File: config.mk
export PLATFORM = sky130hd
export DESIGN_NAME = itae_cell
export DESIGN_NICKNAME = d
export VERILOG_FILES = /design/src/hw/rtl/itae_pkg.sv /design/src/hw/rtl/itae_cell.sv
export SDC_FILE = /design/constraint.sdc
export NUM_CORES = 1
export LEC_CHECK = 0
export ABC_CLOCK_PERIOD_IN_PS = 5680
export BUFFER_PORTS_ARGS = -buffer_cell sky130_fd_sc_hd__clkbuf_2
export CAP_MARGIN = 20
export CORE_MARGIN = 10
export CORE_UTILIZATION = 57
export CTS_CLUSTER_SIZE = 28
export DETAILED_ROUTE_END_ITERATION = 8
export PLACE_DENSITY = 0.95
export SYNTH_ARGS = -nofsm -noshare
export SYNTH_HDL_FRONTEND = slang
export SYNTH_SLANG_ARGS = --single-unit
File: constraint.sdc
create_clock -name clock -period 5.68 [get_ports clock]
set_input_delay 0.284 -clock clock [delete_from_list [all_inputs] [get_ports clock]]
set_output_delay 0.284 -clock clock [all_outputs]
set_load 0.005 [all_outputs]
File: src/hw/rtl/itae_pkg.sv
// Shared types, constants and the arctangent table of the IMU tilt angle estimator.
// No dependencies; every other file of the block imports this package.
`timescale 1ns / 1ps

package itae_pkg;

   localparam int CORDIC_STAGES_DEFAULT = 16;
   localparam int SAMPLE_WIDTH_DEFAULT  = 16;
   localparam int ATAN_TABLE_LEN        = 24;

   // CORDIC angle accumulator: Q2.30 plus headroom for the half-turn pre-rotation.
   localparam int ANGLE_WIDTH = 35;
   localparam logic signed [ANGLE_WIDTH-1:0] PI_Q30 = 35'sd3373259426;

   // Final tilt clamp in Q3.13, just above pi.
   localparam logic signed [15:0] ANGLE_LIMIT = 16'sd25736;

   localparam logic [23:0] GYRO_GAIN_RESET = 24'd11993850;

   typedef struct packed {
      logic valid;
      logic origin;
   } cell_ctrl_type;

   typedef struct packed {
      logic signed [31:0] angle;
      logic               sat;
   } gyro_res_type;

   // atan(2^-i) in Q2.30, truncated.
   function automatic logic signed [ANGLE_WIDTH-1:0] atan_q30(input logic [4:0] idx);
      logic signed [ANGLE_WIDTH-1:0] val;
      case (idx)
         5'd0:    val = 35'sd843314856;
         5'd1:    val = 35'sd497837829;
         5'd2:    val = 35'sd263043836;
         5'd3:    val = 35'sd133525158;
         5'd4:    val = 35'sd67021686;
         5'd5:    val = 35'sd33543515;
         5'd6:    val = 35'sd16775850;
         5'd7:    val = 35'sd8388437;
         5'd8:    val = 35'sd4194282;
         5'd9:    val = 35'sd2097149;
         5'd10:   val = 35'sd1048575;
         5'd11:   val = 35'sd524287;
         5'd12:   val = 35'sd262143;
         5'd13:   val = 35'sd131071;
         5'd14:   val = 35'sd65535;
         5'd15:   val = 35'sd32767;
         5'd16:   val = 35'sd16383;
         5'd17:   val = 35'sd8191;
         5'd18:   val = 35'sd4095;
         5'd19:   val = 35'sd2047;
         5'd20:   val = 35'sd1023;
         5'd21:   val = 35'sd511;
         5'd22:   val = 35'sd255;
         5'd23:   val = 35'sd127;
         default: val = '0;
      endcase
      return val;
   endfunction

endpackage

File: src/hw/rtl/itae_cell.sv
// One rotation cell of the vectoring CORDIC chain; also carries the gyro result along.
// Depends on itae_pkg.
`timescale 1ns / 1ps

module itae_cell
   import itae_pkg::*;
#(
   parameter int                            XW    = SAMPLE_WIDTH_DEFAULT + 12,
   parameter int                            SHIFT = 0,
   parameter logic signed [ANGLE_WIDTH-1:0] ANGLE = '0
) (
   input  logic                          clock,
   input  logic                          reset,
   input  logic                          advance,
   input  cell_ctrl_type                 src_ctrl,
   input  logic signed [XW-1:0]          src_x,
   input  logic signed [XW-1:0]          src_y,
   input  logic signed [ANGLE_WIDTH-1:0] src_z,
   input  gyro_res_type                  src_gyro,
   output cell_ctrl_type                 dst_ctrl,
   output logic signed [XW-1:0]          dst_x,
   output logic signed [XW-1:0]          dst_y,
   output logic signed [ANGLE_WIDTH-1:0] dst_z,
   output gyro_res_type                  dst_gyro
);

   cell_ctrl_type                 ctrl_ff;
   logic signed [XW-1:0]          x_ff, x_in;
   logic signed [XW-1:0]          y_ff, y_in;
   logic signed [ANGLE_WIDTH-1:0] z_ff, z_in;
   gyro_res_type                  gyro_ff;
   logic signed [XW-1:0]          dx, dy;
   logic                          y_pos;

   always_comb begin
      dx    = src_y >>> SHIFT;
      dy    = src_x >>> SHIFT;
      y_pos = !src_y[XW-1] && (src_y != '0);
      if (y_pos) begin
         x_in = src_x + dx;
         y_in = src_y - dy;
         z_in = src_z + ANGLE;
      end else begin
         x_in = src_x - dx;
         y_in = src_y + dy;
         z_in = src_z - ANGLE;
      end
   end

   always_ff @(posedge clock) begin
      if (reset) begin
         ctrl_ff <= '0;
      end else if (advance) begin
         ctrl_ff <= src_ctrl;
      end
   end

   always_ff @(posedge clock) begin
      if (advance) begin
         x_ff    <= x_in;
         y_ff    <= y_in;
         z_ff    <= z_in;
         gyro_ff <= src_gyro;
      end
   end

   assign dst_ctrl = ctrl_ff;
   assign dst_x    = x_ff;
   assign dst_y    = y_ff;
   assign dst_z    = z_ff;
   assign dst_gyro = gyro_ff;

endmodule

==> summary.md <==
| Metric | Value |
|---|---|
| Antenna diodes | `0` |
| Grt met2 use | `approximately 43%` |
| Port bufs | `between 200 and 300` |
| Crit-path max FO | `4` |
| Syn Area/Cell | `10.0 um^2` |
| Post-Layout Cell Count | `1295` |
| YS warnings | `0` |
| Routed Antenna Nets | `0` |
| Clock Sinks | `approximately 130` |
| Routed WL | `27.5 mm` |
| Clk pwr share | `a little under two fifths` |
| Slew margin rel. | `46.5%` |
| CTS tree | `built` |
| Vias in the first global route | `7545` |
| Net Sw Power | `0.879 mW` |
| DIE AREA | `roughly 0.020 mm^2` |
| Cell taking the most area after synthesis | `edfxtp_1` |
| DR iter-0 viols | `approximately 1100` |
| Layout Skew | `0 ps` |
| Syn Std Cell Area | `approximately 0.0086 mm^2` |
| Worst hold slack | `between 50 and 60 ps` |
| Cell Int Power | `~2.2 mW` |
| Tmin final | `between 3000 and 4000 ps` |
| Worst Max-Slew Pin Slew | `about 800 ps` |
| Number of buffers created by CTS | `17` |
| GR Layer Usage met1 | `32.7%` |
| CP arrival | `3210 ps` |
| Post-route DRC | `0` |
| Req. time, crit path | `roughly 5800 ps` |
| Reg power frac | `between 30% and 40%` |
| Syn Nets | `roughly 1100` |
| First-pass GRT wire length | `around 42 mm` |
| Clock root cell | `clkbuf_16` |
| H-tree levels | `4` |
| Largest buffer count on any clock path | `2` |
| Synth top area cells | `edfxtp_1 (43%), ha_1 (13%), a21oi_1 (5.2%)` |
| Final Cycle Share | `54.4%` |
| Min-Delay Path Class | `in2reg` |
| Outcome | `complete, no violations` |
| Yosys cell types | `64` |
| Pre-antenna DRT Iters | `6` |
| RSZ-0062 raised after global routing | `false` |
| Initial antenna violation count | `0` |
| Setup TNS | `0 ps` |
| Switching share of power | `between 20% and 30%` |
| CP Capture Type | `flop` |
| GRT busiest layer | `met2` |
| Cell family with the largest share of critical-path delay | `compound AO/OA/AOI/OAI gates` |
| Buf/Inv on CP | `2` |
| GP Congestion | `between 1 and 1.5` |
| Post-DP HPWL | `around 22 mm` |
| Postcts setup bufs | `0` |
| Ys flop type | `edfxtp_1` |
| Core area | `roughly 0.015 mm^2` |
| F_max | `between 300 and 400 MHz` |
| Post-synth EDFFs | `approximately 120` |
| Initial core utilization | `58.7%` |
| Area Growth Syn to Fin | `23.4%` |
| DIE WIDTH | `143 um` |
| Largest net degree at the start of global routing | `between 60 and 70` |
| Top cell type's share of synthesized area | `42.8%` |
| Combinational share of power | `24.8%` |
| Average routed wire per standard cell | `21.2 um` |
| Met3 usage | `under 10%` |
| Dpl cells | `1263` |
| Commonest cells post-synth | `edfxtp_1 (123), a21oi_1 (89), ha_1 (89)` |
| Crit start category | `primary input` |
| FF+latch count, synth | `125` |
| Max-cap violations | `0` |
| Crit-path cells | `clkbuf_2 > inv_1 > ha_1 > fa_1 > nor2b_1 > o21bai_1 > nand2_1 > a21oi_1 > o41ai_1 > o211ai_1 > and4_1 > a2111oi_0` |
| Layout cells sized above 1 | `a little over a quarter` |
| Clk slew on worst S/H paths | `about 60 ps` |
| Skew-Pair Late Insertion Delay | `around 400 ps` |
| Cts hold-fix bufs | `0` |
| Sequential-to-total area share from yosys stat | `43.3%` |
| Post-synth ARST share | `0%` |
| Pwr Density | `about 300 mW/mm^2` |
| Overall routing resource usage | `between 20% and 30%` |
| Fin. Hold Viols | `0` |
| Layout net count | `approximately 1300` |
| Worst path slowest cell | `a2111oi_0` |
| Core Rows | `44` |
| Slew Limit Fails | `0` |
| Gr ovfl total | `0` |
| Io pins | `between 200 and 300` |
| Via count of the routed design | `7896` |
| Syn Inst Count | `859` |
| Max rail drop VDD | `just over 0.2 mV` |
| P_leak | `a little under 5 nW` |
| Worst Setup Path Type | `in2reg` |
| Final setup viols | `0` |
| DR vias/cell | `around 6.1` |
| Post-CTS sizing | `0` |
| Layout fillers | `1110` |
| Die Ht | `143 um` |
| Max stage delay on crit path | `around 590 ps` |
| Most numerous cell in the Yosys netlist | `edfxtp_1` |
-- power groups by stage --
stage / registers, mW / logic, mW / clock network [mW]
finish: 1.19 / 0.773 / 1.15
global route: 1.20 / 0.837 / 1.20
CTS: 1.19 / 0.760 / 1.17
detailed placement: 1.21 / 0.756 / 0
global placement: 1.20 / 0.738 / 0
floorplan: 1.22 / 0.409 / 0
-- layout by cell type (no fill, tap or decap), types with 17 or more instances in the layout --
| cell | synthesis | routed |
|---|---|---|
| inv_1 | 79 | 79 |
| clkbuf_2 | 0 | 253 |
| a21o_1 | 28 | 28 |
| edfxtp_1 | 123 | 123 |
| nand2_1 | 32 | 32 |
| nand3_1 | 17 | 17 |
| ha_1 | 89 | 89 |
| nor3_1 | 19 | 19 |
| clkbuf_16 | 0 | 17 |
| mux2i_1 | 18 | 18 |
| a21oi_1 | 89 | 89 |
| o21ai_0 | 46 | 46 |
| nor2_1 | 63 | 62 |
| xnor2_1 | 46 | 46 |
-- worst reg2reg max path: cells and delay by family, from the launching register on --
family	cells	cell delay [ps]
flops	1	310
mux	1	140
simple gates	1	50
-- state kept, by name (all words and copies together) (netlist names) --
| name | flops |
|---|---|
| dst_ctrl | 2 |
| dst_gyro | 33 |
| dst_x | 28 |
| dst_y | 27 |
| dst_z | 35 |
-- final timing paths --
kind / startpoint / endpoint / slack [ps] / cells after the start
worst max-delay path: src_x[0] / dst_x[24]$_DFFE_PP_ / 2590 / 12
worst min-delay path: src_z[1] / dst_z[1]$_DFFE_PP_ / 50 / 1
worst max register to register: dst_ctrl[1]$_SDFFE_PP0P_ / dst_ctrl[1]$_SDFFE_PP0P_ / 5070 / 2
worst min register to register: dst_ctrl[0]$_SDFFE_PP0P_ / dst_ctrl[0]$_SDFFE_PP0P_ / 510 / 2
-- layout make-up --
type,count,area (um^2),share of cell area (%)
tap,184,230,2.16
clock inverter,15,220,2.07
clock buffer,17,425,3.99
inverter,82,308,2.89
sequential,125,3730,35.1
multi-input combinational,615,4440,41.7
timing repair buffer,257,1300,12.2
-- cell families (layout without fill, tap and decap cells) --
group	after synthesis	count (layout)	share of synthesized area, %
and+or+nand+nor	194	194	11.1
xor gates and xnor gates	52	52	5.28
adders and majority gates	92	92	13.6
buffers and inverters	119	371	5.38
muxes	18	18	2.09
AOI/OAI and AO/OA	259	259	19.3
DFF	125	125	43.3
-- through the flow --
stage / area, um^2 / total power [mW] / setup slack, ps / util, %
finish: 10700 / 3.11 / 2590 / 72.5
global route: 10700 / 3.24 / 2350 / 72.5
CTS: 10700 / 3.12 / 2690 / 72.5
detailed placement: 10000 / 1.96 / 2280 / 68.1
global placement: 10000 / 1.94 / 2340 / 68.1
floorplan: 8630 / 1.63 / 3090 / -
-- per-layer routing --
| layer | routed length, um | share of wire [%] | vias up |
|---|---|---|---|
| li1 | - | - | 3592 |
| met1 | 10500 | 38 | 3695 |
| met2 | 13200 | 48 | 566 |
| met3 | 3310 | 12 | 43 |
| met4 | 514 | 1.9 | 0 |
| met5 | 0 | 0 | - |
No activity file was read; power rests on OpenSTA's default activity.
