[src/hw/rtl/itae_pkg.sv]
// Shared types, constants and the arctangent table of the IMU tilt angle estimator.
// No dependencies; every other file of the block imports this package.
`timescale 1ns / 1ps

package itae_pkg;

   localparam int CORDIC_STAGES_DEFAULT = 16;
   localparam int SAMPLE_WIDTH_DEFAULT  = 16;
   localparam int ATAN_TABLE_LEN        = 24;

   // CORDIC angle accumulator: Q2.30 plus headroom for the half-turn pre-rotation.
   localparam int ANGLE_WIDTH = 35;
   localparam logic signed [ANGLE_WIDTH-1:0] PI_Q30 = 35'sd3373259426;

   // Final tilt clamp in Q3.13, just above pi.
   localparam logic signed [15:0] ANGLE_LIMIT = 16'sd25736;

   localparam logic [23:0] GYRO_GAIN_RESET = 24'd11993850;

   typedef struct packed {
      logic valid;
      logic origin;
   } cell_ctrl_type;

   typedef struct packed {
      logic signed [31:0] angle;
      logic               sat;
   } gyro_res_type;

   // atan(2^-i) in Q2.30, truncated.
   function automatic logic signed [ANGLE_WIDTH-1:0] atan_q30(input logic [4:0] idx);
      logic signed [ANGLE_WIDTH-1:0] val;
      case (idx)
         5'd0:    val = 35'sd843314856;
         5'd1:    val = 35'sd497837829;
         5'd2:    val = 35'sd263043836;
         5'd3:    val = 35'sd133525158;
         5'd4:    val = 35'sd67021686;
         5'd5:    val = 35'sd33543515;
         5'd6:    val = 35'sd16775850;
         5'd7:    val = 35'sd8388437;
         5'd8:    val = 35'sd4194282;
         5'd9:    val = 35'sd2097149;
         5'd10:   val = 35'sd1048575;
         5'd11:   val = 35'sd524287;
         5'd12:   val = 35'sd262143;
         5'd13:   val = 35'sd131071;
         5'd14:   val = 35'sd65535;
         5'd15:   val = 35'sd32767;
         5'd16:   val = 35'sd16383;
         5'd17:   val = 35'sd8191;
         5'd18:   val = 35'sd4095;
         5'd19:   val = 35'sd2047;
         5'd20:   val = 35'sd1023;
         5'd21:   val = 35'sd511;
         5'd22:   val = 35'sd255;
         5'd23:   val = 35'sd127;
         default: val = '0;
      endcase
      return val;
   endfunction

endpackage

[src/hw/rtl/itae_front.sv]
// Input stage: sign handling, half-plane fold and scaling for the CORDIC, and the
// gyro rate times gain product. Depends on itae_pkg.
`timescale 1ns / 1ps

module itae_front
   import itae_pkg::*;
#(
   parameter int SAMPLE_WIDTH = SAMPLE_WIDTH_DEFAULT,
   parameter int XW           = SAMPLE_WIDTH + 12,
   parameter int PW           = SAMPLE_WIDTH + 25
) (
   input  logic                          clock,
   input  logic                          reset,
   input  logic                          advance,
   input  logic                          sample_valid,
   input  logic signed [15:0]            accel_y,
   input  logic signed [15:0]            accel_z,
   input  logic signed [15:0]            gyro_rate,
   input  logic [23:0]                   gyro_gain,
   output cell_ctrl_type                 dst_ctrl,
   output logic signed [XW-1:0]          dst_x,
   output logic signed [XW-1:0]          dst_y,
   output logic signed [ANGLE_WIDTH-1:0] dst_z,
   output logic signed [PW-1:0]          dst_prod
);

   localparam int W  = SAMPLE_WIDTH;
   localparam int RW = (SAMPLE_WIDTH > 16) ? SAMPLE_WIDTH : 16;

   logic [RW-1:0]                 ay_raw, az_raw, rate_raw;
   logic signed [W-1:0]           ay_s, az_s, rate_s;
   logic signed [W:0]             x0, y0, x_fold, y_fold;
   logic                          left;
   cell_ctrl_type                 ctrl_ff, ctrl_in;
   logic signed [XW-1:0]          x_ff, x_in;
   logic signed [XW-1:0]          y_ff, y_in;
   logic signed [ANGLE_WIDTH-1:0] z_ff, z_in;
   logic signed [PW-1:0]          prod_ff, prod_in;

   always_comb begin
      // The raw field is zero-extended, then its low bits are read as two's complement.
      ay_raw   = RW'(unsigned'(accel_y));
      az_raw   = RW'(unsigned'(accel_z));
      rate_raw = RW'(unsigned'(gyro_rate));
      ay_s     = signed'(ay_raw[W-1:0]);
      az_s     = signed'(az_raw[W-1:0]);
      rate_s   = signed'(rate_raw[W-1:0]);

      x0   = (W+1)'(ay_s);
      y0   = -((W+1)'(az_s));
      left = x0[W];

      // Left half plane: turn the vector by a half turn and preload the angle.
      x_fold = left ? -x0 : x0;
      y_fold = left ? -y0 : y0;
      if (left) begin
         z_in = y0[W] ? -PI_Q30 : PI_Q30;
      end else begin
         z_in = '0;
      end
      x_in = XW'(x_fold) <<< 8;
      y_in = XW'(y_fold) <<< 8;

      ctrl_in.valid  = sample_valid;
      ctrl_in.origin = (x0 == '0) && (y0 == '0);

      prod_in = PW'(rate_s) * PW'(signed'({1'b0, gyro_gain}));
   end

   always_ff @(posedge clock) begin
      if (reset) begin
         ctrl_ff <= '0;
      end else if (advance) begin
         ctrl_ff <= ctrl_in;
      end
   end

   always_ff @(posedge clock) begin
      if (advance) begin
         x_ff    <= x_in;
         y_ff    <= y_in;
         z_ff    <= z_in;
         prod_ff <= prod_in;
      end
   end

   assign dst_ctrl = ctrl_ff;
   assign dst_x    = x_ff;
   assign dst_y    = y_ff;
   assign dst_z    = z_ff;
   assign dst_prod = prod_ff;

endmodule

[config.mk]
export PLATFORM = sky130hd
export DESIGN_NAME = itae_front
export DESIGN_NICKNAME = d
export VERILOG_FILES = /design/src/hw/rtl/itae_pkg.sv /design/src/hw/rtl/itae_front.sv
export SDC_FILE = /design/constraint.sdc
export NUM_CORES = 1
export LEC_CHECK = 0
export BUFFER_PORTS_ARGS = -buffer_cell sky130_fd_sc_hd__buf_2
export CORE_ASPECT_RATIO = 0.9
export CORE_MARGIN = 4
export CORE_UTILIZATION = 67
export CTS_BUF_LIST = sky130_fd_sc_hd__clkbuf_2 sky130_fd_sc_hd__clkbuf_4 sky130_fd_sc_hd__clkbuf_8
export CTS_CLUSTER_SIZE = 25
export DETAILED_ROUTE_END_ITERATION = 8
export PLACE_DENSITY = 0.95
export SLEW_MARGIN = 20
export SYNTH_ARGS = -nofsm -noshare
export SYNTH_HDL_FRONTEND = slang
export SYNTH_SLANG_ARGS = --single-unit
export TNS_END_PERCENT = 100
[constraint.sdc]
create_clock -name clock -period 10.75 [get_ports clock]
set_clock_uncertainty 0.2 [all_clocks]
set_input_delay 1.075 -clock clock [delete_from_list [all_inputs] [get_ports clock]]
set_output_delay 1.075 -clock clock [all_outputs]
set_load 0.005 [all_outputs]
==> impl_metrics.env <==
export IMPL_die_y_um=158.8
export IMPL_finalHoldViolCount=0
export IMPL_grt_setup_unrepaired="false"
export IMPL_crit_path_max_fanout=24
export IMPL_top_level_ports=210
export IMPL_worstReg2RegStart="dst_ctrl[1]"
export IMPL_r2r_slack_ns=9.92
export IMPL_r2r_cells=2
export IMPL_slew_viol_final=0
export IMPL_n_fill_cell=1721
export IMPL_postSynthAreaPerCell_um2=9.255
export IMPL_drive_gt1_share_pct=11.22
export IMPL_status="finished clean"
export IMPL_fin_crit_sh_pct=69.25
export IMPL_clk_pin_slew_ns=0.08
export IMPL_yosysUniqueCellTypes=61
export IMPL_ctsResizeCount=0
export IMPL_tightest_slew_ns=1.046
export IMPL_final_cells=2252
export IMPL_yosys_top_cells_area="fa_1 36%, edfxtp_1 14%, ha_1 11%"
export IMPL_grt_antenna_before_repair=1
export IMPL_initial_utilization_pct=68.98
export IMPL_dp_cells=2237
export IMPL_placementRows=54
export IMPL_drv_cap=0
export IMPL_cts_tree="built"
export IMPL_r2r_end="dst_ctrl[1]"
export IMPL_clk_latency_ns=0.36
export IMPL_worstHoldPathType="register to register"
export IMPL_routed_wl_um=42760
export IMPL_hpwlAfterDp_um=34290
export IMPL_cts_hold_buf=0
export IMPL_min_period_ns=7.444
export IMPL_num_vias=13390
export IMPL_gp_congestion=0.9523
export IMPL_clock_tree_root_cell="clkbuf_8"
export IMPL_setup_violations=0
export IMPL_areaGrowthSynthToFinish_pct=5.428
export IMPL_grt_pass1_wl_um=70670
export IMPL_critPathLaunch="gyro_rate[3]"
export IMPL_clock_fmax_mhz=134.3
export IMPL_grt_start_max_net_pins=82
export IMPL_synth_edf_count=78
export IMPL_wl_per_cell_um=18.99
export IMPL_yosysWarnings=0
export IMPL_drtIter0Drc=1110
export IMPL_core_mm2=0.02453
export IMPL_cts_made_buffers=9
export IMPL_clockBufferDepth=2
export IMPL_clock_sinks=80
export IMPL_syn_inst=1828
export IMPL_grt_overflow_total=0
export IMPL_synth_commonest_cells="357 x inv_1, 306 x fa_1, 250 x nand2_1, 169 x and2_1, 142 x ha_1"
export IMPL_synth_cell_area_mm2=0.01692
export IMPL_slew_headroom_pct=30.29
export IMPL_globalRouteTotalUtil_pct=31.36
export IMPL_h_tree_depth=3
export IMPL_num_antenna_cells=0
export IMPL_ys_seq_area_share_pct=14.08
export IMPL_final_util_pct=72.73
export IMPL_cp_end_kind="register"
export IMPL_worst_setup_path_start_kind="input pin"
export IMPL_ys_seq_elements=80
export IMPL_yosys_area_top_type="fa_1"
export IMPL_ant_nets=0
export IMPL_fin_setup_tns_ns=0
export IMPL_ys_dominant_reg_cell="edfxtp_1"
export IMPL_crit_type="input pin to register"
export IMPL_critPathCapture="dst_prod[36]"
export IMPL_nets=2436
export IMPL_post_cts_buffers=0
export IMPL_io_buffer_count=192
export IMPL_arrival_ns=7.37
export IMPL_first_pass_iters=5
export IMPL_synth_most_common_cell="inv_1"
export IMPL_drc=0
export IMPL_synth_top_cell_area_share_pct=36.21
export IMPL_die_area_mm2=0.02786
export IMPL_die_w_um=175.5
export IMPL_viasPerCell=5.948
export IMPL_grt_pass1_vias=14680
export IMPL_critPathRequiredTime_ns=10.67
export IMPL_ys_async_sr_fraction_pct=0
## layout make-up
cell class	count	area [um^2]	share of cell area [%]
clock buffers	10	131.4	0.7365
clock inverters	5	57.56	0.3227
inverters	357	1340	7.513
multi-input cells	1272	12540	70.31
flip-flops and latches	80	2382	13.36
well taps	336	420.4	2.357
repair buffers	192	963.4	5.401
## cells by family after synthesis
family          Yosys count  share of synthesized area, %
simple gates            566                         16.68
buf+inv                 492                         12.14
fa+ha+maj               448                         46.71
compound gates          166                         6.456
flops                    80                         14.08
xor+xnor                 72                         3.727
mux                       3                        0.1775
other cells               1                       0.02216
## worst max-delay path, cell delays in order
cell and delay, ns:
buf_2 0.44, nand2_1 0.19, fa_1 0.51, fa_1 0.52, fa_1 0.51, inv_1 0.06, fa_1 0.49, fa_1 0.55
inv_1 0.09, fa_1 0.49, inv_1 0.04, ha_1 0.46, nand2_1 0.15, a2111oi_0 0.73, o211ai_1 0.30, a31oi_1 0.44
a21oi_1 0.15, xnor2_1 0.15
## worst min-delay path by stage
stage | startpoint | to | cells after the start
after floorplan | dst_ctrl[0] | dst_ctrl[0] | 2
after global placement | dst_ctrl[0] | dst_ctrl[0] | 2
after detailed placement | dst_ctrl[0] | dst_ctrl[0] | 2
after CTS | dst_ctrl[0] | dst_ctrl[0] | 2
after global routing | dst_ctrl[0] | dst_ctrl[0] | 2
final | dst_ctrl[0] | dst_ctrl[0] | 2
## per-layer routing
metal  up-vias  share of wire (%)  track usage [%]
met3       240                7.5            5.207
met5         -              0.023                0
li1       5748                  -                -
met4         2                6.8            18.67
met2       773                 51            54.06
met1      6631                 35            36.96
## layout by cell type (no fill, tap or decap), drive strengths merged, types with 3 or more instances in the layout
cell / n
nand3: 9
and3: 5
xor2: 25
a21oi: 41
buf: 192
fa: 306
nor2b: 7
o21ai: 33
a31oi: 13
edfxtp: 78
or3: 5
o41ai: 4
or4: 6
clkinv: 3
nand4: 14
a221oi: 3
xnor2: 47
nor2: 51
mux2i: 3
a2111oi: 3
o21a: 8
clkbuf: 10
conb: 17
nor3: 18
nand2: 250
and2: 169
a21o: 24
inv: 358
o21bai: 3
o31ai: 10
nand2b: 16
a211oi: 6
ha: 142
nor4: 7
## sequential cells by signal, indices dropped and copies added, names as in the netlist
name and flops:
dst_ctrl 2, dst_prod 41, dst_x 17, dst_y 17, dst_z 3
## per-stage QoR
stage | hold WS (ns) | cell area, um^2 | worst slack [ns]
after floorplan | 0.2553 | 16980 | 3.916
after global placement | 0.2499 | 17650 | 3.375
after detailed placement | 0.2891 | 17650 | 3.130
after CTS | 0.3020 | 17840 | 3.508
after global routing | 0.3390 | 17840 | 3.061
final | 0.3071 | 17840 | 3.306
Power is left out: the tool's default activity adds up to more than one toggle a clock period on the data nets, which glitch-free logic cannot reach.
