<file path="src/hw/rtl/itae_pkg.sv">
// Shared types, constants and the arctangent table of the IMU tilt angle estimator.
// No dependencies; every other file of the block imports this package.
`timescale 1ns / 1ps

package itae_pkg;

   localparam int CORDIC_STAGES_DEFAULT = 16;
   localparam int SAMPLE_WIDTH_DEFAULT  = 16;
   localparam int ATAN_TABLE_LEN        = 24;

   // CORDIC angle accumulator: Q2.30 plus headroom for the half-turn pre-rotation.
   localparam int ANGLE_WIDTH = 35;
   localparam logic signed [ANGLE_WIDTH-1:0] PI_Q30 = 35'sd3373259426;

   // Final tilt clamp in Q3.13, just above pi.
   localparam logic signed [15:0] ANGLE_LIMIT = 16'sd25736;

   localparam logic [23:0] GYRO_GAIN_RESET = 24'd11993850;

   typedef struct packed {
      logic valid;
      logic origin;
   } cell_ctrl_type;

   typedef struct packed {
      logic signed [31:0] angle;
      logic               sat;
   } gyro_res_type;

   // atan(2^-i) in Q2.30, truncated.
   function automatic logic signed [ANGLE_WIDTH-1:0] atan_q30(input logic [4:0] idx);
      logic signed [ANGLE_WIDTH-1:0] val;
      case (idx)
         5'd0:    val = 35'sd843314856;
         5'd1:    val = 35'sd497837829;
         5'd2:    val = 35'sd263043836;
         5'd3:    val = 35'sd133525158;
         5'd4:    val = 35'sd67021686;
         5'd5:    val = 35'sd33543515;
         5'd6:    val = 35'sd16775850;
         5'd7:    val = 35'sd8388437;
         5'd8:    val = 35'sd4194282;
         5'd9:    val = 35'sd2097149;
         5'd10:   val = 35'sd1048575;
         5'd11:   val = 35'sd524287;
         5'd12:   val = 35'sd262143;
         5'd13:   val = 35'sd131071;
         5'd14:   val = 35'sd65535;
         5'd15:   val = 35'sd32767;
         5'd16:   val = 35'sd16383;
         5'd17:   val = 35'sd8191;
         5'd18:   val = 35'sd4095;
         5'd19:   val = 35'sd2047;
         5'd20:   val = 35'sd1023;
         5'd21:   val = 35'sd511;
         5'd22:   val = 35'sd255;
         5'd23:   val = 35'sd127;
         default: val = '0;
      endcase
      return val;
   endfunction

endpackage

</file>
<file path="src/hw/rtl/itae_gyro.sv">
// Saturating gyro angle accumulator: rounds the rate product to a Q7.24 increment
// and adds it to the running sum. Depends on itae_pkg.
`timescale 1ns / 1ps

module itae_gyro
   import itae_pkg::*;
#(
   parameter int SAMPLE_WIDTH = SAMPLE_WIDTH_DEFAULT,
   parameter int PW           = SAMPLE_WIDTH + 25
) (
   input  logic                 clock,
   input  logic                 reset,
   input  logic                 advance,
   input  logic                 sample_valid,
   input  logic signed [PW-1:0] prod,
   output gyro_res_type         result
);

   localparam int IW = PW - 16;
   localparam int SW = (IW + 1 > 33) ? IW + 2 : 34;
   localparam logic signed [PW-1:0] HALF_LSB = PW'(32768);
   localparam logic signed [SW-1:0] SUM_MAX  = SW'(2147483647);
   localparam logic signed [SW-1:0] SUM_MIN  = -SUM_MAX - 1;

   logic signed [31:0]   gyro_sum_ff, gyro_sum_in;
   logic signed [PW-1:0] prod_round;
   logic signed [IW-1:0] inc;
   logic signed [SW-1:0] sum_wide;
   logic                 sat;

   always_comb begin
      prod_round = prod + HALF_LSB;
      inc        = IW'(prod_round >>> 16);
      sum_wide   = SW'(gyro_sum_ff) + SW'(inc);
      if (sum_wide > SUM_MAX) begin
         gyro_sum_in = 32'h7FFF_FFFF;
         sat         = 1'b1;
      end else if (sum_wide < SUM_MIN) begin
         gyro_sum_in = 32'h8000_0000;
         sat         = 1'b1;
      end else begin
         gyro_sum_in = 32'(sum_wide);
         sat         = 1'b0;
      end
   end

   always_ff @(posedge clock) begin
      if (reset) begin
         gyro_sum_ff <= '0;
      end else if (advance && sample_valid) begin
         gyro_sum_ff <= gyro_sum_in;
      end
   end

   assign result.angle = gyro_sum_in;
   assign result.sat   = sat;

endmodule

</file>
<file path="config.mk">
export PLATFORM = sky130hd
export DESIGN_NAME = itae_gyro
export DESIGN_NICKNAME = d
export VERILOG_FILES = /design/src/hw/rtl/itae_pkg.sv /design/src/hw/rtl/itae_gyro.sv
export SDC_FILE = /design/constraint.sdc
export NUM_CORES = 1
export LEC_CHECK = 0
export BUFFER_PORTS_ARGS = -buffer_cell sky130_fd_sc_hd__buf_2
export CAP_MARGIN = 5
export CORE_MARGIN = 3
export CORE_UTILIZATION = 40
export DETAILED_ROUTE_END_ITERATION = 16
export PLACE_DENSITY = 0.64
export SLEW_MARGIN = 20
export SYNTH_ARGS = -nofsm -noshare
export SYNTH_HDL_FRONTEND = slang
export SYNTH_SLANG_ARGS = --single-unit
</file>
<file path="constraint.sdc">
create_clock -name clock -period 9.9 [get_ports clock]
set_clock_uncertainty 0.15 [all_clocks]
set_input_delay 1.98 -clock clock [delete_from_list [all_inputs] [get_ports clock]]
set_output_delay 1.98 -clock clock [all_outputs]
set_load 0.02 [all_outputs]
</file>
==> results.json, run 1 <==
{
  "maxSlewHeadroom": 0.368,
  "synth_mux_area_frac": 0.00291,
  "max_slew.worst_pin.slew_ns": 0.948,
  "reg2reg_from": "gyro_sum_ff[0]",
  "combinational_family_with_the_most_area_after_synthesis": "compound AO/OA/AOI/OAI gates",
  "yosys_register_bits": 32,
  "finalSetupViolCount": 0,
  "post_synth_fa_ha_maj_area_fraction": 0.115,
  "mappedNetlistArea_um2": 3870,
  "post-cts-setup-buffer-count": 0,
  "clockBufferDepth": 2,
  "net_count_reported_at_finish": 631,
  "numCtsBuffers": 5,
  "top_regs": "gyro_sum_ff: 32 flops",
  "pwr_density_cell_nw_per_um2": 145,
  "r2r_end": "gyro_sum_ff[8]",
  "area_share_of_and_or_nand_nor_cells_after_synthesis": 0.251,
  "clock_tree.htree_level_count": 2,
  "global_route.overflow_total": 0,
  "use_met1": 0.245,
  "standard_cell_row_count": 35,
  "irDropWorstVdd_mv": 0.0572,
  "period_share": 0.852,
  "timing.critical_path.arrival_ns": 6.30,
  "grt_busiest_layer": "met2",
  "insertedDiodeCount": 0,
  "min_path_cells": 2,
  "hold_buffers_post_cts": 0,
  "place.gp.congestion": 0.861,
  "maxSlewViolCount": 0,
  "synth_cell_types": 63,
  "cts_tree": "yes",
  "post_synth_inst_count": 502,
  "synth.net_count": 582,
  "postRouteAntennaNets": 0,
  "start_util": 0.415,
  "synth.largest_area_cell": "sky130_fd_sc_hd__dfxtp_1",
  "reg2regPathDepth": 12,
  "drcViolationCount": 0,
  "worstHoldPathType": "reg2reg",
  "floorplan.die_area_um2": 10900,
  "timing.critical_path.to_type": "output port",
  "timing_worst_setup_path_type": "in2out",
  "largest_register_ff_count": 32,
  "synth.top_cell.area_share": 0.166,
  "first_iter_violations": 214,
  "number_of_enable_type_register_cells_in_the_synthesized_netlist": 0,
  "number_of_filler_instances_in_the_final_layout": 948,
  "intPower_mw": 0.328,
  "critPathRequiredTime_ns": 7.77,
  "routed_wirelength_um": 10300,
  "yosys-top-cells-area": "sky130_fd_sc_hd__dfxtp_1, sky130_fd_sc_hd__ha_1, sky130_fd_sc_hd__xnor2_1",
  "ios": 78,
  "grt_antenna_before_repair": 0,
  "wl_per_cell_um": 15.2,
  "yosysWarningCount": 0,
  "achievable-frequency_mhz": 119,
  "use_met2": 0.335,
  "synth-seq-area-share": 0.166,
  "synth.most_common_cell": "sky130_fd_sc_hd__nand2_1",
  "pre_cts_ws_ns": 1.49,
  "synth_compound_area_frac": 0.306,
  "library_cell_used_as_clock_root_buffer": "sky130_fd_sc_hd__clkbuf_8",
  "leakage_nw": 1.95,
  "switching_share": 0.478,
  "cts.repair.resized": 0,
  "synthFlopType": "sky130_fd_sc_hd__dfxtp_1",
  "area.sequential_um2": 641,
  "finalWorstPathRequiredPeriod_ns": 8.43,
  "combPwrFrac": 0.604,
  "die_w_um": 104,
  "detailedRoute.firstPassIterationCount": 5,
  "largest-register": "gyro_sum_ff",
  "cp_max_fo": 23,
  "share_clk_of_total_power": 0.160,
  "final_core_density": 0.463,
  "core_area_um2": 9330,
  "ff2ff_setup_slack_ns": 5.71,
  "multiInputGateArea_um2": 3060,
  "p_sw_mw": 0.300,
  "final_layout_size_suffix_gt1_frac": 0.214,
  "grt_util_all_layers": 0.190,
  "top_cell_types_by_occurrence_after_synthesis": "sky130_fd_sc_hd__nand2_1, sky130_fd_sc_hd__nor2_1, sky130_fd_sc_hd__nand3_1",
  "die_y_um": 104,
  "grt_start_max_net_pins": 36,
  "yosys.area_share.xor_xnor": 0.115,
  "grt_setup_unrepaired": "no",
  "clk-insertion-delay-late_ns": 0.29,
  "run_status": "finished clean",
  "final.setup.tns_ns": 0,
  "grt.met3_usage": 0.0248,
  "postSynthAreaPerCell_um2": 7.71,
  "final_critical_path_setup_slack_ns": 1.47,
  "timing.critical_path.from_type": "primary input",
  "dp_hpwl_um": 7930,
  "worst_setup_hold_path_clk_slew_ns": 0.08,
  "vias_per_cell": 5.66,
  "route.vias.total": 3847,
  "timing.hold.worst_endpoint": "gyro_sum_ff[31]",
  "final_hold_viol_count": 0,
  "timing.hold.worst.start": "gyro_sum_ff[31]",
  "first_global_vias": 3647,
  "ys_async_sr_fraction": 0,
  "area_delta_synth_final_pct": 11.7,
  "clock_sinks": 32,
  "buffer_ports.inserted": 62,
  "number_of_maximum_capacitance_violations": 0,
  "grt_pass1_wl_um": 17500,
  "sequential_share_of_power": 0.236
}
critical path, cell delays in order:
cell	delay (ns)
sky130_fd_sc_hd__buf_2	0.09
sky130_fd_sc_hd__ha_1	0.20
sky130_fd_sc_hd__nand2_1	0.14
sky130_fd_sc_hd__nor3_1	0.51
sky130_fd_sc_hd__and2_1	0.27
sky130_fd_sc_hd__nand2_1	0.15
sky130_fd_sc_hd__nor2_1	0.15
sky130_fd_sc_hd__xor2_1	0.08
sky130_fd_sc_hd__ha_1	0.38
sky130_fd_sc_hd__nand4_1	0.13
sky130_fd_sc_hd__or2_1	0.29
sky130_fd_sc_hd__o21ai_0	0.19
sky130_fd_sc_hd__nor2_1	0.11
sky130_fd_sc_hd__a31oi_4	0.27
sky130_fd_sc_hd__a221o_4	0.29
sky130_fd_sc_hd__nand3_2	0.47
sky130_fd_sc_hd__nand3_1	0.35
sky130_fd_sc_hd__nand2_1	0.08
sky130_fd_sc_hd__buf_2	0.16
cells in the final DEF (no fill, tap or decap), types with 3 or more instances in the layout:
cell type | Yosys | layout
sky130_fd_sc_hd__o211ai_1 | 4 | 4
sky130_fd_sc_hd__a21oi_1 | 32 | 32
sky130_fd_sc_hd__o21ai_0 | 22 | 22
sky130_fd_sc_hd__ha_1 | 34 | 34
sky130_fd_sc_hd__dfxtp_1 | 32 | 32
sky130_fd_sc_hd__a211oi_1 | 5 | 5
sky130_fd_sc_hd__nor2_1 | 56 | 56
sky130_fd_sc_hd__a31oi_1 | 6 | 6
sky130_fd_sc_hd__xor2_1 | 19 | 19
sky130_fd_sc_hd__nand2_1 | 61 | 61
sky130_fd_sc_hd__a211oi_2 | 21 | 21
sky130_fd_sc_hd__xnor2_1 | 32 | 32
sky130_fd_sc_hd__o41ai_1 | 3 | 3
sky130_fd_sc_hd__buf_4 | 2 | 7
sky130_fd_sc_hd__inv_1 | 5 | 5
sky130_fd_sc_hd__a311oi_1 | 3 | 3
sky130_fd_sc_hd__and2_1 | 3 | 3
sky130_fd_sc_hd__nand4_1 | 15 | 15
sky130_fd_sc_hd__nand3b_1 | 3 | 3
sky130_fd_sc_hd__buf_2 | 8 | 62
sky130_fd_sc_hd__a311oi_2 | 3 | 3
sky130_fd_sc_hd__and3_1 | 8 | 8
sky130_fd_sc_hd__a21o_1 | 17 | 17
sky130_fd_sc_hd__nand3_1 | 38 | 38
sky130_fd_sc_hd__clkbuf_8 | 0 | 5
sky130_fd_sc_hd__nor2b_1 | 4 | 4
sky130_fd_sc_hd__nor3_1 | 4 | 4
through the flow:
stage                     cell area, um2  power (mW)  hold slack [ns]  cells
after global placement              4240       0.526            0.300    673
after floorplan                     3870       0.435            0.291    502
after detailed placement            4240       0.531            0.302    673
after CTS                           4320       0.633            0.313    680
final                               4320       0.628            0.314    680
after global routing                4320       0.678            0.338    680
metal layers:
metal | wire [um] | share of wire
met1 | 4710 | 0.46
met2 | 5150 | 0.50
met3 | 316 | 0.031
met4 | 146 | 0.014
met5 | 0 | 0
cell type report:
class	instances	area share
inverter	5	0.00434
clock inverter	1	0.00116
multi-input combinational	438	0.708
tap	129	0.0374
timing repair buffer	69	0.0840
sequential	32	0.148
clock buffer	6	0.0168
logic make-up (layout without fill, tap and decap cells):
kind of cell               Yosys count  count (layout)
and+or+nand+nor                    205             205
AOI/OAI and AO/OA                  146             146
xor gates and xnor gates            51              51
adders and majority gates           35              35
DFF                                 32              32
buffers and inverters               32              81
muxes                                1               1
how the worst max path moves through the flow:
stage,from,endpoint,cells past startpoint
global placement,prod[15],result[4],19
detailed placement,prod[15],result[12],19
CTS,prod[15],result[12],19
global route,prod[15],result[16],19
finish,prod[15],result[12],19
floorplan,prod[19],result[10],17
power groups by stage:
stage                     clock network (mW)  logic, mW  registers (mW)
after detailed placement                   0      0.379           0.151
final                                  0.101      0.379           0.148
after CTS                              0.103      0.381           0.148
after floorplan                            0      0.286           0.149
after global routing                   0.109      0.420           0.150
after global placement                     0      0.375           0.151
No activity file was read; power rests on OpenSTA's default activity.
==> run 2: changes to the inputs <==
- ABC_AREA: default -> 1
- PLACE_DENSITY: 0.64 -> 0.63
==> run 2 against run 1 <==
Non-clock buffer count decreased by 7. Synthesized cell count increased by 68%. Worst setup slack improved by 0.51 ns. Power increased by 7.4%. Register-to-register slack improved by 1.5 ns. Sequential power about the same. Clock power increased by 49%.
==> results.json, run 2 <==
{
  "drcViolationCount": 0,
  "ios": 78,
  "maxSlewViolCount": 0,
  "library_cell_used_as_clock_root_buffer": "sky130_fd_sc_hd__clkbuf_16",
  "max_slew.worst_pin.slew_ns": 1.04,
  "clock_sinks": 32,
  "synth-seq-area-share": 0.142,
  "wl_per_cell_um": 11.6,
  "final.setup.tns_ns": 0,
  "synth.largest_area_cell": "sky130_fd_sc_hd__nand2_1",
  "synth.most_common_cell": "sky130_fd_sc_hd__nand2_1",
  "worst_setup_hold_path_clk_slew_ns": 0.05,
  "synthFlopType": "sky130_fd_sc_hd__dfxtp_1",
  "fin_total_pwr_mw": 0.675,
  "global_route.overflow_total": 0,
  "grt_pass1_wl_um": 20300,
  "floorplan.die_area_um2": 12600,
  "net_count_reported_at_finish": 974,
  "finalWorstPathRequiredPeriod_ns": 7.92,
  "synth_compound_area_frac": 0.0533,
  "min_path_cells": 4,
  "first_iter_violations": 258,
  "clk-insertion-delay-late_ns": 0.28,
  "insertedDiodeCount": 0,
  "irDropWorstVdd_mv": 0.0650,
  "period_share": 0.800,
  "reg2regPathDepth": 17,
  "area_delta_synth_final_pct": 10.9,
  "finalSetupViolCount": 0,
  "die_y_um": 112,
  "post_synth_inst_count": 844,
  "yosys.area_share.xor_xnor": 0.0716,
  "top_regs": "gyro_sum_ff: 32 flops",
  "area.sequential_um2": 641,
  "synth_mux_area_frac": 0,
  "first_global_vias": 4458,
  "leakage_nw": 3.15,
  "layout_commonest_cell": "sky130_fd_sc_hd__nand2_1",
  "standard_cell_row_count": 38,
  "post-cts-setup-buffer-count": 0,
  "maxSlewHeadroom": 0.305,
  "hold_buffers_post_cts": 0,
  "grt_start_max_net_pins": 64,
  "number_of_filler_instances_in_the_final_layout": 1267,
  "clockBufferDepth": 2,
  "yosys_register_bits": 32,
  "die_w_um": 112,
  "ys_async_sr_fraction": 0,
  "run_status": "finished clean",
  "cts.repair.resized": 0,
  "mostFrequentLayoutCells": "sky130_fd_sc_hd__nand2_1, sky130_fd_sc_hd__inv_1, sky130_fd_sc_hd__nor2_1",
  "route.vias.total": 4761,
  "critPathRequiredTime_ns": 7.77,
  "number_of_maximum_capacitance_violations": 0,
  "timing_worst_setup_path_type": "in2out",
  "number_of_enable_type_register_cells_in_the_synthesized_netlist": 0,
  "core_area_um2": 10900,
  "mappedNetlistArea_um2": 4530,
  "cp_max_fo": 32,
  "cts_tree": "yes",
  "vias_per_cell": 4.60,
  "start_util": 0.414,
  "grt_setup_unrepaired": "no",
  "routed_wirelength_um": 12000,
  "final_layout_size_suffix_gt1_frac": 0.109,
  "combinational_family_with_the_most_area_after_synthesis": "simple AND/OR/NAND/NOR gates",
  "detailedRoute.firstPassIterationCount": 4,
  "postRouteAntennaNets": 0,
  "post_synth_fa_ha_maj_area_fraction": 0.0984,
  "multiInputGateArea_um2": 3190,
  "place.gp.congestion": 0.924,
  "synth.net_count": 924,
  "timing.critical_path.arrival_ns": 5.79,
  "synth.top_cell.area_share": 0.258,
  "synth_cell_types": 33,
  "largest_register_ff_count": 32,
  "final_hold_viol_count": 0,
  "area_share_of_and_or_nand_nor_cells_after_synthesis": 0.481,
  "largest-register": "gyro_sum_ff",
  "worstHoldPathType": "reg2reg",
  "yosys-top-cells-area": "sky130_fd_sc_hd__nand2_1, sky130_fd_sc_hd__dfxtp_1, sky130_fd_sc_hd__inv_1",
  "timing.critical_path.to_type": "output port",
  "achievable-frequency_mhz": 126,
  "yosysWarningCount": 0,
  "dp_hpwl_um": 9510,
  "dpl.cell_count": 1027,
  "timing.critical_path.from_type": "primary input",
  "worst_hold_slack_ns": 0.418,
  "grt_util_all_layers": 0.193,
  "buffer_ports.inserted": 62,
  "numCtsBuffers": 5,
  "grt_antenna_before_repair": 0,
  "postSynthAreaPerCell_um2": 5.36,
  "top_cell_types_by_occurrence_after_synthesis": "sky130_fd_sc_hd__nand2_1, sky130_fd_sc_hd__inv_1, sky130_fd_sc_hd__nor2_1",
  "pwr_density_cell_nw_per_um2": 134,
  "clock_tree.htree_level_count": 2,
  "finalNonFillerCells": 1034
}
-- run 2: layer usage --
metal  track usage  routed length [um]  vias to the layer above  share of wire
met2         0.321                5140                      103           0.43
met3        0.0210                 485                       17          0.040
met4        0.0481                 219                        0          0.018
met1         0.266                6150                     2009           0.51
met5             0                   0                        -              0
li1              -                   -                     2632              -
-- run 2: stage by stage --
step,instance area (um2),worst slack [ns],utilization
6_report,5020,1.98,0.459
5_1_grt,5020,1.48,0.459
4_1_cts,5020,1.97,0.459
3_5_place_dp,4880,1.98,0.447
3_3_place_gp,4880,1.99,0.447
2_1_floorplan,4530,2.82,-
-- run 2: critical path: stages --
cell and delay, ns:
sky130_fd_sc_hd__buf_2 0.09, sky130_fd_sc_hd__ha_1 0.17, sky130_fd_sc_hd__nand2_1 0.08, sky130_fd_sc_hd__nor2_2 0.11, sky130_fd_sc_hd__nand2_1 0.14, sky130_fd_sc_hd__nor3_2 0.20, sky130_fd_sc_hd__nand3_1 0.16, sky130_fd_sc_hd__nor2_2 0.18
sky130_fd_sc_hd__nand4_1 0.17, sky130_fd_sc_hd__nor2_1 0.19, sky130_fd_sc_hd__nand2_1 0.09, sky130_fd_sc_hd__xnor2_1 0.28, sky130_fd_sc_hd__ha_1 0.34, sky130_fd_sc_hd__nand2_1 0.12, sky130_fd_sc_hd__inv_1 0.06, sky130_fd_sc_hd__a21oi_2 0.20
sky130_fd_sc_hd__nand2_1 0.10, sky130_fd_sc_hd__a21oi_2 0.16, sky130_fd_sc_hd__nand2_1 0.08, sky130_fd_sc_hd__nand2_2 0.07, sky130_fd_sc_hd__nand2_4 0.07, sky130_fd_sc_hd__nand2_4 0.30, sky130_fd_sc_hd__nand2_1 0.16, sky130_fd_sc_hd__nand2_1 0.10
sky130_fd_sc_hd__buf_2 0.17
-- run 2: power by group --
| part | internal, mW | switching (mW) |
|---|---|---|
| combinational | 0.122 | 0.256 |
| clock | 0.0914 | 0.0581 |
| sequential | 0.140 | 0.00691 |
-- run 2: cell type report --
type	instances	share of cell area
clock buffers	6	0.0257
inverters	152	0.114
repair buffers	62	0.0618
multi-input cells	641	0.635
clock inverters	1	0.000997
flip-flops and latches	32	0.128
well taps	140	0.0349
-- run 2: kinds of logic (layout without fill, tap and decap cells) --
kind of cell	count (synthesis)	in the layout
xor gates and xnor gates	37	37
AOI/OAI and AO/OA	41	41
buffers and inverters	171	221
adders and majority gates	35	35
DFF	32	32
and+or+nand+nor	528	528
-- run 2: worst paths after layout --
| check | from | endpoint | slack (ns) |
|---|---|---|---|
| setup / recovery | prod[15] | result[27] | 1.98 |
| hold / removal | gyro_sum_ff[2] | gyro_sum_ff[2] | 0.42 |
| setup reg to reg | gyro_sum_ff[0] | gyro_sum_ff[26] | 7.18 |
| hold reg to reg | gyro_sum_ff[2] | gyro_sum_ff[2] | 0.42 |
==> run 3: changes to the inputs <==
- clock period: 9.9 -> 8.2 ns (I/O delays scaled with it)
==> run 3 against run 2 <==
Wire length is 0.53% higher. Non-clock buffer count stayed put. Power is 21% higher. Worst hold slack better by 0.0012 ns. Sequential power is 21% higher. Clock power is 21% higher. Global-route usage is 0.29 points higher. Sequential share of layout area stayed put. Combinational power is 21% higher. Die area stayed put. Largest power group unchanged. Critical path depth stayed put. Clock-buffer cell count stayed put. Highest routed layer unchanged.
==> results.json, run 3 (same netlist as run 2, synthesis figures left out) <==
{
  "library_cell_used_as_clock_root_buffer": "sky130_fd_sc_hd__clkbuf_16",
  "irDropWorstVdd_mv": 0.101,
  "finalNonFillerCells": 1034,
  "first_global_vias": 4486,
  "clk-insertion-delay-late_ns": 0.28,
  "finalWorstPathRequiredPeriod_ns": 7.23,
  "post-cts-setup-buffer-count": 0,
  "grt_setup_unrepaired": "no",
  "place.gp.congestion": 0.925,
  "die_y_um": 112,
  "ff2ff_setup_slack_ns": 5.48,
  "finalSetupViolCount": 0,
  "fin_total_pwr_mw": 0.816,
  "cts_tree": "yes",
  "route.layer.met1.wl_um": 6080,
  "pre_cts_ws_ns": 0.988,
  "intPower_mw": 0.427,
  "die_w_um": 112,
  "first_iter_violations": 278,
  "maxSlewViolCount": 0,
  "timing_worst_setup_path_type": "in2out",
  "leakage_nw": 3.15,
  "mostFrequentLayoutCells": "sky130_fd_sc_hd__nand2_1, sky130_fd_sc_hd__inv_1, sky130_fd_sc_hd__nor2_1",
  "final.setup.tns_ns": 0,
  "timing.critical_path.from_type": "primary input",
  "number_of_filler_instances_in_the_final_layout": 1255,
  "postRouteAntennaNets": 0,
  "final_core_density": 0.459,
  "largest-register": "gyro_sum_ff",
  "min_path_cells": 4,
  "timing.hold.worst.start": "gyro_sum_ff[25]",
  "worstHoldPathType": "reg2reg",
  "clockBufferDepth": 2,
  "met2_length_um": 5270,
  "grt_pass1_wl_um": 20700,
  "timing.hold.worst_endpoint": "gyro_sum_ff[25]",
  "largest_register_ff_count": 32,
  "final_hold_viol_count": 0,
  "share_clk_of_total_power": 0.222,
  "reg2regPathDepth": 16,
  "net_count_reported_at_finish": 974,
  "buffer_ports.inserted": 62,
  "drcViolationCount": 0,
  "core_area_um2": 10900,
  "dp_hpwl_um": 9530,
  "detailedRoute.firstPassIterationCount": 4,
  "hold_buffers_post_cts": 0,
  "pwr_density_cell_nw_per_um2": 163,
  "final_critical_path_setup_slack_ns": 0.967,
  "sequential_share_of_power": 0.218,
  "max_slew.worst_pin.slew_ns": 1.06,
  "switching_share": 0.476,
  "area_delta_synth_final_pct": 10.9,
  "top_regs": "gyro_sum_ff: 32 flops",
  "combPwrFrac": 0.559,
  "period_share": 0.882,
  "ios": 78,
  "timing.critical_path.arrival_ns": 5.44,
  "final_layout_size_suffix_gt1_frac": 0.109,
  "grt_antenna_before_repair": 0,
  "numCtsBuffers": 5,
  "p_sw_mw": 0.388,
  "clock_sinks": 32,
  "cts.repair.resized": 0,
  "worst_setup_hold_path_clk_slew_ns": 0.05,
  "global_route.overflow_total": 0,
  "number_of_maximum_capacitance_violations": 0,
  "cp_max_fo": 32,
  "standard_cell_row_count": 38,
  "vias_per_cell": 4.61,
  "critPathRequiredTime_ns": 6.41,
  "run_status": "finished clean",
  "topRoutingLayerUsed": "met4",
  "grt_util_all_layers": 0.196,
  "maxSlewHeadroom": 0.291,
  "detail_route_met3_wl_um": 586,
  "clock_tree.htree_level_count": 2,
  "achievable-frequency_mhz": 138,
  "timing.critical_path.to_type": "output port",
  "reg2reg_from": "gyro_sum_ff[0]",
  "layout_commonest_cell": "sky130_fd_sc_hd__nand2_1",
  "r2r_end": "gyro_sum_ff[25]",
  "routed_wirelength_um": 12100,
  "start_util": 0.414,
  "wl_per_cell_um": 11.7,
  "route.vias.total": 4763,
  "insertedDiodeCount": 0,
  "floorplan.die_area_um2": 12600,
  "dpl.cell_count": 1027,
  "grt_start_max_net_pins": 64
}
## run 3: worst max path at each step
stage / start / end / slack [ns] / depth (start not counted)
floorplan: prod[15] / result[0] / 1.80 / 24
global placement: prod[15] / result[26] / 0.98 / 25
detailed placement: prod[15] / result[26] / 0.99 / 25
CTS: prod[15] / result[26] / 0.96 / 25
global route: prod[15] / result[13] / 0.48 / 25
finish: prod[15] / result[26] / 0.97 / 25
## run 3: area by class of cell
cell class	count	area, um2	share of cell area
Multi-Input combinational cell	641	3190	0.635
Timing Repair Buffer	62	310	0.0618
Inverter	152	571	0.114
Clock inverter	1	5.00	0.000997
Clock buffer	6	129	0.0257
Tap cell	140	175	0.0349
Sequential cell	32	641	0.128
## run 3: power groups by stage
stage               logic [mW]  registers [mW]  clock network, mW
floorplan                0.354           0.179                  0
global placement         0.457           0.181                  0
detailed placement       0.458           0.181                  0
CTS                      0.460           0.178              0.185
global route             0.517           0.180              0.191
finish                   0.456           0.178              0.181
## run 3: routing by layer
layer | vias up | GRT usage
met5 | - | 0
met1 | 2007 | 0.274
met4 | 0 | 0.0425
met2 | 103 | 0.322
li1 | 2644 | -
met3 | 9 | 0.0259
## run 3: through the flow
stage | hold slack, ns | cell area, um2
after floorplan | 0.386 | 4530
after global placement | 0.403 | 4880
after detailed placement | 0.408 | 4880
after CTS | 0.423 | 5020
after global routing | 0.462 | 5020
final | 0.419 | 5020
## run 3: critical path: stages
cell                      delay (ns)
sky130_fd_sc_hd__buf_2          0.09
sky130_fd_sc_hd__ha_1           0.17
sky130_fd_sc_hd__nand2_1        0.08
sky130_fd_sc_hd__nor2_2         0.12
sky130_fd_sc_hd__nand2_1        0.13
sky130_fd_sc_hd__nor3_2         0.18
sky130_fd_sc_hd__nand3_1        0.16
sky130_fd_sc_hd__nor2_2         0.18
sky130_fd_sc_hd__nand4_1        0.16
sky130_fd_sc_hd__nor2_1         0.20
sky130_fd_sc_hd__nand2_1        0.09
sky130_fd_sc_hd__xnor2_1        0.28
sky130_fd_sc_hd__ha_1           0.34
sky130_fd_sc_hd__nand2_1        0.13
sky130_fd_sc_hd__inv_1          0.07
sky130_fd_sc_hd__a21oi_2        0.21
sky130_fd_sc_hd__nand2_1        0.10
sky130_fd_sc_hd__a21oi_2        0.16
sky130_fd_sc_hd__nand2_1        0.08
sky130_fd_sc_hd__nand2_2        0.08
sky130_fd_sc_hd__nand2_4        0.07
sky130_fd_sc_hd__nand2_4        0.30
sky130_fd_sc_hd__nand2_1        0.17
sky130_fd_sc_hd__nand2_1        0.09
sky130_fd_sc_hd__buf_2          0.17
